<file path="src/design/rbcr_pkg.sv">
package rbcr_pkg;

   localparam int IDX_W   = 13;
   localparam int AMT_W   = 16;
   localparam int TYPE_W  = 3;
   localparam int QUEUE_DEPTH = 2;
   localparam int QPTR_W  = $clog2(QUEUE_DEPTH);

   localparam int BUF_DEPTH = 4096;
   localparam logic [IDX_W-1:0] SIZE_MAX   = IDX_W'(BUF_DEPTH);
   localparam logic [IDX_W-1:0] SIZE_RESET = IDX_W'(4096);

   localparam int RSP_DATA_W = 32;

   localparam logic [TYPE_W-1:0] REQ_RESERVE = 3'd0;
   localparam logic [TYPE_W-1:0] REQ_CONSUME = 3'd1;
   localparam logic [TYPE_W-1:0] REQ_PEEK    = 3'd2;
   localparam logic [TYPE_W-1:0] REQ_PENDING = 3'd3;
   localparam logic [TYPE_W-1:0] REQ_CLEAR   = 3'd4;

   typedef enum logic [2:0] {
      OP_RESERVE,
      OP_CONSUME,
      OP_PEEK,
      OP_PENDING,
      OP_CLEAR,
      OP_BAD
   } op_type;

   typedef struct packed {
      op_type             op;
      logic               zero_amt;
      logic [AMT_W-1:0]   amount;
   } cmd_type;

endpackage

</file>
<file path="src/design/rbcr_front.sv">
module rbcr_front (
   input  logic [rbcr_pkg::TYPE_W-1:0] req_type,
   input  logic [rbcr_pkg::AMT_W-1:0]  req_amount,
   input  logic                        req_valid,
   input  logic                        queue_full,
   output logic                        req_ready,
   output logic                        push,
   output rbcr_pkg::cmd_type           cmd
);
   import rbcr_pkg::*;

   always_comb begin
      case (req_type)
         REQ_RESERVE: cmd.op = OP_RESERVE;
         REQ_CONSUME: cmd.op = OP_CONSUME;
         REQ_PEEK:    cmd.op = OP_PEEK;
         REQ_PENDING: cmd.op = OP_PENDING;
         REQ_CLEAR:   cmd.op = OP_CLEAR;
         default:     cmd.op = OP_BAD;
      endcase
      cmd.zero_amt = (req_amount == '0);
      cmd.amount   = req_amount;
   end

   assign req_ready = !queue_full;
   assign push      = req_valid && !queue_full;

endmodule

</file>
<file path="src/design/rbcr_queue.sv">
module rbcr_queue (
   input  logic              clock,
   input  logic              reset,
   input  logic              push,
   input  rbcr_pkg::cmd_type push_cmd,
   input  logic              pop,
   output logic              full,
   output logic              not_empty,
   output rbcr_pkg::cmd_type head_cmd
);
   import rbcr_pkg::*;

   cmd_type                entry_ff [QUEUE_DEPTH];
   logic [QPTR_W-1:0]      wr_ptr_ff, wr_ptr_in;
   logic [QPTR_W-1:0]      rd_ptr_ff, rd_ptr_in;
   logic [QPTR_W:0]        count_ff, count_in;
   logic                   do_push, do_pop;

   assign full      = (count_ff == (QPTR_W+1)'(QUEUE_DEPTH));
   assign not_empty = (count_ff != '0);
   assign head_cmd  = entry_ff[rd_ptr_ff];
   assign do_push   = push && !full;
   assign do_pop    = pop && not_empty;

   always_comb begin
      wr_ptr_in = wr_ptr_ff;
      rd_ptr_in = rd_ptr_ff;
      count_in  = count_ff;
      if (do_push) begin
         wr_ptr_in = (wr_ptr_ff == QPTR_W'(QUEUE_DEPTH-1)) ? '0 : wr_ptr_ff + 1'b1;
      end
      if (do_pop) begin
         rd_ptr_in = (rd_ptr_ff == QPTR_W'(QUEUE_DEPTH-1)) ? '0 : rd_ptr_ff + 1'b1;
      end
      case ({do_push, do_pop})
         2'b10:   count_in = count_ff + 1'b1;
         2'b01:   count_in = count_ff - 1'b1;
         default: count_in = count_ff;
      endcase
   end

   always_ff @(posedge clock) begin
      if (reset) begin
         wr_ptr_ff <= '0;
         rd_ptr_ff <= '0;
         count_ff  <= '0;
      end else begin
         wr_ptr_ff <= wr_ptr_in;
         rd_ptr_ff <= rd_ptr_in;
         count_ff  <= count_in;
      end
   end

   always_ff @(posedge clock) begin
      if (do_push) begin
         entry_ff[wr_ptr_ff] <= push_cmd;
      end
   end

endmodule

</file>
<file path="src/design/rbcr_back.sv">
module rbcr_back (
   input  logic                        clock,
   input  logic                        reset,
   input  logic                        csr_wr_en,
   input  logic [rbcr_pkg::IDX_W-1:0]  csr_wr_data,
   input  logic                        cmd_valid,
   input  rbcr_pkg::cmd_type           cmd,
   output logic                        pop,
   output logic                        rsp_valid,
   input  logic                        rsp_ready,
   output logic [rbcr_pkg::IDX_W-1:0]  rsp_granted,
   output logic [rbcr_pkg::IDX_W-1:0]  rsp_offset,
   output logic                        rsp_status
);
   import rbcr_pkg::*;

   logic [IDX_W-1:0] size_ff, size_in;
   logic [IDX_W-1:0] widx_ff, widx_in;
   logic [IDX_W-1:0] ridx_ff, ridx_in;
   logic             valid_ff, valid_in;
   logic [IDX_W-1:0] granted_ff, granted_in;
   logic [IDX_W-1:0] offset_ff, offset_in;
   logic             status_ff, status_in;

   logic [IDX_W-1:0] size_eff;
   logic             wrapped;
   logic [IDX_W-1:0] contig;
   logic [IDX_W-1:0] pending;
   logic             res_err;
   logic [IDX_W-1:0] res_base;
   logic [IDX_W-1:0] res_avail;
   logic [IDX_W-1:0] res_grant;
   logic [IDX_W-1:0] res_next_w;
   logic [IDX_W-1:0] con_grant;
   logic [IDX_W-1:0] con_next_r;
   logic [IDX_W-1:0] con_next_w;

   assign pop       = cmd_valid && (!valid_ff || rsp_ready);
   assign rsp_valid = valid_ff;
   assign rsp_granted = granted_ff;
   assign rsp_offset  = offset_ff;
   assign rsp_status  = status_ff;

   always_comb begin
      if (size_ff == '0) begin
         size_eff = IDX_W'(1);
      end else if (size_ff > SIZE_MAX) begin
         size_eff = SIZE_MAX;
      end else begin
         size_eff = size_ff;
      end

      wrapped = (ridx_ff > widx_ff) || ((ridx_ff == widx_ff) && (ridx_ff != '0));
      if (wrapped) begin
         contig  = (size_eff >= ridx_ff) ? size_eff - ridx_ff : '0;
         pending = contig + widx_ff;
      end else begin
         contig  = widx_ff - ridx_ff;
         pending = widx_ff - ridx_ff;
      end

      res_err   = 1'b0;
      res_base  = widx_ff;
      res_avail = '0;
      if (widx_ff < ridx_ff) begin
         res_avail = ridx_ff - widx_ff;
      end else if ((ridx_ff != '0) && (widx_ff == ridx_ff)) begin
         res_err = 1'b1;
      end else if (widx_ff < size_eff) begin
         res_avail = size_eff - widx_ff;
      end else if (ridx_ff == '0) begin
         res_err = 1'b1;
      end else begin
         res_base  = '0;
         res_avail = ridx_ff;
      end
      res_grant  = (cmd.amount < AMT_W'(res_avail)) ? cmd.amount[IDX_W-1:0] : res_avail;
      res_next_w = res_base + res_grant;
      if ((res_next_w == size_eff) && (ridx_ff != '0)) begin
         res_next_w = '0;
      end

      con_grant  = (cmd.amount < AMT_W'(contig)) ? cmd.amount[IDX_W-1:0] : contig;
      con_next_r = ridx_ff + con_grant;
      con_next_w = widx_ff;
      if (con_next_r == size_eff) begin
         con_next_r = '0;
         if (widx_ff == size_eff) begin
            con_next_w = '0;
         end
      end
      if (con_next_r == con_next_w) begin
         con_next_r = '0;
         con_next_w = '0;
      end
   end

   always_comb begin
      size_in    = size_ff;
      widx_in    = widx_ff;
      ridx_in    = ridx_ff;
      valid_in   = valid_ff && !rsp_ready;
      granted_in = granted_ff;
      offset_in  = offset_ff;
      status_in  = status_ff;

      if (pop) begin
         valid_in   = 1'b1;
         granted_in = '0;
         offset_in  = '0;
         status_in  = 1'b0;
         case (cmd.op)
            OP_RESERVE: begin
               if (cmd.zero_amt) begin
                  offset_in = widx_ff;
               end else if (res_err) begin
                  status_in = 1'b1;
               end else begin
                  granted_in = res_grant;
                  offset_in  = res_base;
                  widx_in    = res_next_w;
               end
            end
            OP_CONSUME: begin
               if (cmd.zero_amt) begin
                  offset_in = ridx_ff;
               end else if (contig == '0) begin
                  status_in = 1'b1;
               end else begin
                  granted_in = con_grant;
                  offset_in  = ridx_ff;
                  ridx_in    = con_next_r;
                  widx_in    = con_next_w;
               end
            end
            OP_PEEK: begin
               granted_in = contig;
               offset_in  = ridx_ff;
            end
            OP_PENDING: begin
               granted_in = pending;
            end
            OP_CLEAR: begin
               widx_in = '0;
               ridx_in = '0;
            end
            default: begin
               status_in = 1'b1;
            end
         endcase
      end

      if (csr_wr_en) begin
         size_in = csr_wr_data;
         widx_in = '0;
         ridx_in = '0;
      end
   end

   always_ff @(posedge clock) begin
      if (reset) begin
         size_ff  <= SIZE_RESET;
         widx_ff  <= '0;
         ridx_ff  <= '0;
         valid_ff <= 1'b0;
      end else begin
         size_ff  <= size_in;
         widx_ff  <= widx_in;
         ridx_ff  <= ridx_in;
         valid_ff <= valid_in;
      end
   end

   always_ff @(posedge clock) begin
      granted_ff <= granted_in;
      offset_ff  <= offset_in;
      status_ff  <= status_in;
   end

endmodule

</file>
<file path="src/design/ring_buffer_chunk_reserve.sv">
// Index manager for a byte ring buffer that hands out contiguous chunks: each request word
// reserves write space, consumes or peeks at readable bytes, reports the pending count or
// clears both indices, and returns exactly one response word in request order. Requests are
// decoded on entry and held in a two-entry queue; the execute stage then updates the write
// and read indices and loads a response register. One request is retired per clock cycle
// unless responses stall; each goes via a queue entry and the response register. A stall
// on the response side fills the queue first, after which req_tready drops. Writing the
// size register clears both indices and must be done only while no request is outstanding.
module ring_buffer_chunk_reserve (
   input  logic                                clock,
   input  logic                                reset,
   input  logic                                csr_wr_en,
   input  logic [rbcr_pkg::IDX_W-1:0]          csr_wr_data,
   input  logic                                req_tvalid,
   output logic                                req_tready,
   input  logic [rbcr_pkg::AMT_W-1:0]          req_tdata,  // amount
   input  logic [rbcr_pkg::TYPE_W-1:0]         req_tuser,  // req_type
   output logic                                rsp_tvalid,
   input  logic                                rsp_tready,
   output logic [rbcr_pkg::RSP_DATA_W-1:0]     rsp_tdata,  // granted, offset, zero fill
   output logic                                rsp_tuser   // status
);
   import rbcr_pkg::*;

   cmd_type          front_cmd;
   cmd_type          head_cmd;
   logic             push;
   logic             pop;
   logic             queue_full;
   logic             queue_not_empty;
   logic [IDX_W-1:0] granted;
   logic [IDX_W-1:0] offset;

   rbcr_front u_front (
      .req_type   (req_tuser),
      .req_amount (req_tdata),
      .req_valid  (req_tvalid),
      .queue_full (queue_full),
      .req_ready  (req_tready),
      .push       (push),
      .cmd        (front_cmd)
   );

   rbcr_queue u_queue (
      .clock     (clock),
      .reset     (reset),
      .push      (push),
      .push_cmd  (front_cmd),
      .pop       (pop),
      .full      (queue_full),
      .not_empty (queue_not_empty),
      .head_cmd  (head_cmd)
   );

   rbcr_back u_back (
      .clock       (clock),
      .reset       (reset),
      .csr_wr_en   (csr_wr_en),
      .csr_wr_data (csr_wr_data),
      .cmd_valid   (queue_not_empty),
      .cmd         (head_cmd),
      .pop         (pop),
      .rsp_valid   (rsp_tvalid),
      .rsp_ready   (rsp_tready),
      .rsp_granted (granted),
      .rsp_offset  (offset),
      .rsp_status  (rsp_tuser)
   );

   assign rsp_tdata = {{(RSP_DATA_W - 2*IDX_W){1'b0}}, offset, granted};

endmodule

</file>
<file path="config.mk">
export PLATFORM = sky130hd
export DESIGN_NAME = ring_buffer_chunk_reserve
export DESIGN_NICKNAME = d
export VERILOG_FILES = /design/src/design/rbcr_pkg.sv /design/src/design/rbcr_front.sv /design/src/design/rbcr_queue.sv /design/src/design/rbcr_back.sv /design/src/design/ring_buffer_chunk_reserve.sv
export SDC_FILE = /design/constraint.sdc
export NUM_CORES = 1
export LEC_CHECK = 0
export BUFFER_PORTS_ARGS = -buffer_cell sky130_fd_sc_hd__buf_4
export CELL_PAD_IN_SITES_DETAIL_PLACEMENT = 1
export CELL_PAD_IN_SITES_GLOBAL_PLACEMENT = 1
export CORE_MARGIN = 5
export CORE_UTILIZATION = 35
export CTS_CLUSTER_SIZE = 20
export DETAILED_ROUTE_END_ITERATION = 6
export PLACE_DENSITY_LB_ADDON = 0.12
export SLEW_MARGIN = 20
export SYNTH_ARGS = -nofsm -noshare
export SYNTH_HDL_FRONTEND = slang
export SYNTH_SLANG_ARGS = --single-unit
</file>
<file path="constraint.sdc">
create_clock -name clock -period 16.8 [get_ports clock]
set_input_delay 0 -clock clock [delete_from_list [all_inputs] [get_ports clock]]
set_output_delay 0 -clock clock [all_outputs]
set_load 0.02 [all_outputs]
</file>
==> summary.txt <==
Clock Tree Buf Depth: 2
Comb pwr share: 0.617
RSZ-0062 raised after global routing: false
Gate count of the mapped netlist: 1360
Crit start category: flop
R2R cell count: 34
# diodes: 0
Vias after detailed routing: 11033
Area of the multi-input gates: 7950 um2
Worst path most repeated cell: ha_1
Nets: 1606
Post-synth EDFFs: 67
Post-synthesis sequential area ratio: 0.255
Final instance area: 13200 um2
Max_cap viols: 0
Switching part of the total: 0.485
Die Ht: 191 um
Initial Util: 0.353
Cts repair resizes: 0
Leakage power: 5.23 nW
# setup viols final: 0
Storage cell area: 2910 um2
DP Area: 12400 um2
Clock slew at reported path FFs: 90 ps
Final Worst Setup Slack: 5780 ps
Smallest hold slack: 22.4 ps
Layout cells sized above 1: 0.104
Worst Setup End Kind: flop
Final cell count without fillers: 1898
Sequential share of power: 0.239
GRT Util Overall: 0.258
FP Rows: 66
Post-route DRC: 0
RePlAce Congestion: 0.951
IO Port Bufs: 65
Max IR drop VDD: 0.0959 mV
Worst path max stage delay: 730 ps
CTS Buf Count: 9
PwrDens: 119 nW/um2
Worst EP arrival: 11250 ps
Synth cell types: 90
Root Buffer: clkbuf_16
Wire length per cell: 25.2 um
H-Tree Level Count: 3
Reg2Reg Setup Slack: 5780 ps
Worst endpoint required time: 17030 ps
Rel. slew slack: 0.275
Core area: 32400 um2
Clk sinks: 112
Drt pass-1 iters: 5
Worst-Skew Late Latency: 380 ps
Number of global-route vias before repair: 11147
Ports: 72
Gr ovfl total: 0
Int Pwr: 806 uW
Mapped cell area: 11400 um2
DIE WIDTH: 191 um
DR iter-0 viols: 701
Fmax: 0.0907 GHz
Commonest non-fill, non-tap cells in the layout: 130 x nor2_1, 116 x a21oi_1, 111 x ha_1
CP startpoint: u_back.size_ff[4]
Hold bufs inserted after CTS: 47
Power Total: 1.57 mW
Setup TNS: 0 ps
Worst reg2reg startpoint: u_back.size_ff[4]
# placed instances: 1835
Final Core Density: 0.407
Capture point of the worst path: u_back.widx_ff[9]
Reg2Reg Capture Point: u_back.widx_ff[9]
Yosys warning count: 0
Worst Hold Class: in -> reg
Fin. Hold Viols: 0
Clk_skew: 11.1 ps
NetSw: 760 uW
CTS tree: done
Ys flop type: edfxtp_1
Final Slew Violations: 0
Setup WS pre-CTS: 5980 ps
Global-route wire length before repair: 70300 um
Pin count of the biggest net entering global routing: 33
Critical path class: reg -> reg
Avg Vias per Cell: 5.81
WHS Path Cells: 2
Setup bufs post-CTS: 0
Post-Route WL: 47800 um
Crit path time final: 11020 ps
Most common cell after layout, fill and taps aside: nor2_1
CP max-delay cell: or2_1
Crit share post-route: 0.656
Die area: 36300 um2
Placed wire-length estimate: 37600 um
Async SR Flop Fraction: 0
Seq cells post-synth: 112
Initial antenna violation count: 0
CP max FO: 27
Fill count: 3873
Clock group share of total power: 0.144
Final ANT Viol Nets: 0
Mapped Avg Cell Area: 8.39 um2
Run status: finished clean
Tightest Pin Transition: 1080 ps
Synthesis-to-finish area growth: 15.4%
==> cells in the mapped netlist, types with 6 or more instances <==
cell,n,area share
nor2_1,132,0.043
a21oi_1,116,0.051
ha_1,111,0.12
o21ai_0,81,0.036
nand2_1,71,0.023
xnor2_1,68,0.052
edfxtp_1,67,0.18
inv_1,64,0.021
dfxtp_1,45,0.079
xor2_1,39,0.030
clkbuf_1,37,0.012
nand3_1,36,0.016
a21o_1,30,0.020
mux2i_1,29,0.025
nor2b_1,28,0.015
a22o_1,27,0.021
nor3_1,26,0.011
nor4_1,22,0.012
and2_1,20,0.011
nand2b_1,20,0.011
buf_2,19,0.0083
mux2_2,17,0.017
a211oi_1,16,0.011
a22oi_1,16,0.011
o211ai_1,13,0.0086
a32oi_1,12,0.0092
and3_1,11,0.0060
nand4_1,11,0.0060
o21a_1,11,0.0072
a31oi_1,10,0.0055
o22ai_1,10,0.0055
o31ai_1,9,0.0059
buf_4,7,0.0046
fa_1,7,0.012
and4_1,6,0.0046
==> logic make-up (layout without fill, tap and decap cells) <==
family | after synthesis | after routing | synth area share
multiplexers | 47 | 47 | 0.0432
flip-flops | 112 | 112 | 0.255
AND/OR/NAND/NOR | 411 | 411 | 0.180
adder cells (fa/ha/maj) | 120 | 120 | 0.136
other | 1 | 6 | 0.000329
AO/OA/AOI/OAI | 425 | 425 | 0.250
buffers and inverters | 135 | 226 | 0.0502
XOR/XNOR | 109 | 109 | 0.0861
==> registers in the layout, summed over array words and instances, names as in the netlist, named ones only <==
register and count:
u_queue.count_ff 2, u_back.rsp_valid 1, u_back.rsp_offset 13, u_queue.entry_ff 40, u_back.ridx_ff 13, u_queue.wr_ptr_ff 1
u_back.widx_ff 13, u_back.rsp_granted 13, u_back.rsp_status 1, u_queue.rd_ptr_ff 1, u_back.size_ff 13
==> power by group through the flow <==
stage | logic, mW | registers (mW) | clock network (mW)
after floorplan | 0.605 | 0.411 | 0
after global placement | 0.930 | 0.380 | 0
after detailed placement | 0.939 | 0.382 | 0
after CTS | 0.955 | 0.376 | 0.232
after global routing | 1.04 | 0.380 | 0.242
final | 0.966 | 0.375 | 0.225
==> area by class of cell <==
class	instances	area share
repair buffers	146	0.0922
inverters	64	0.0182
clock buffers	9	0.0171
multi-input cells	1118	0.604
flip-flops and latches	112	0.221
well taps	442	0.0420
clock inverters	7	0.00542
==> how the worst min path moves through the flow <==
stage                              from                       to  slack (ps)
final                      req_tuser[1]  u_queue.entry_ff[0][18]          20
after floorplan            req_tdata[0]   u_queue.entry_ff[0][0]         100
after detailed placement   req_tdata[1]   u_queue.entry_ff[1][1]         200
after CTS                  req_tuser[1]  u_queue.entry_ff[0][18]          20
after global placement    req_tdata[12]  u_queue.entry_ff[1][12]         200
after global routing       req_tuser[1]  u_queue.entry_ff[1][18]          50
==> routing by layer <==
layer	global-route usage	up-vias	routed length (um)
met3	0.0476	58	3050
met1	0.348	5477	21400
met2	0.426	285	22300
met4	0.0688	0	1090
met5	0	-	0
li1	-	5213	-
==> critical path: cells and delay by family (launching register included) <==
| family | cells | cell delay (ps) |
|---|---|---|
| flops | 1 | 370 |
| simple gates | 12 | 4340 |
| mux | 2 | 350 |
| xor+xnor | 2 | 490 |
| fa+ha+maj | 5 | 1750 |
| compound gates | 13 | 3550 |
Power figures use the tool's default switching activity.
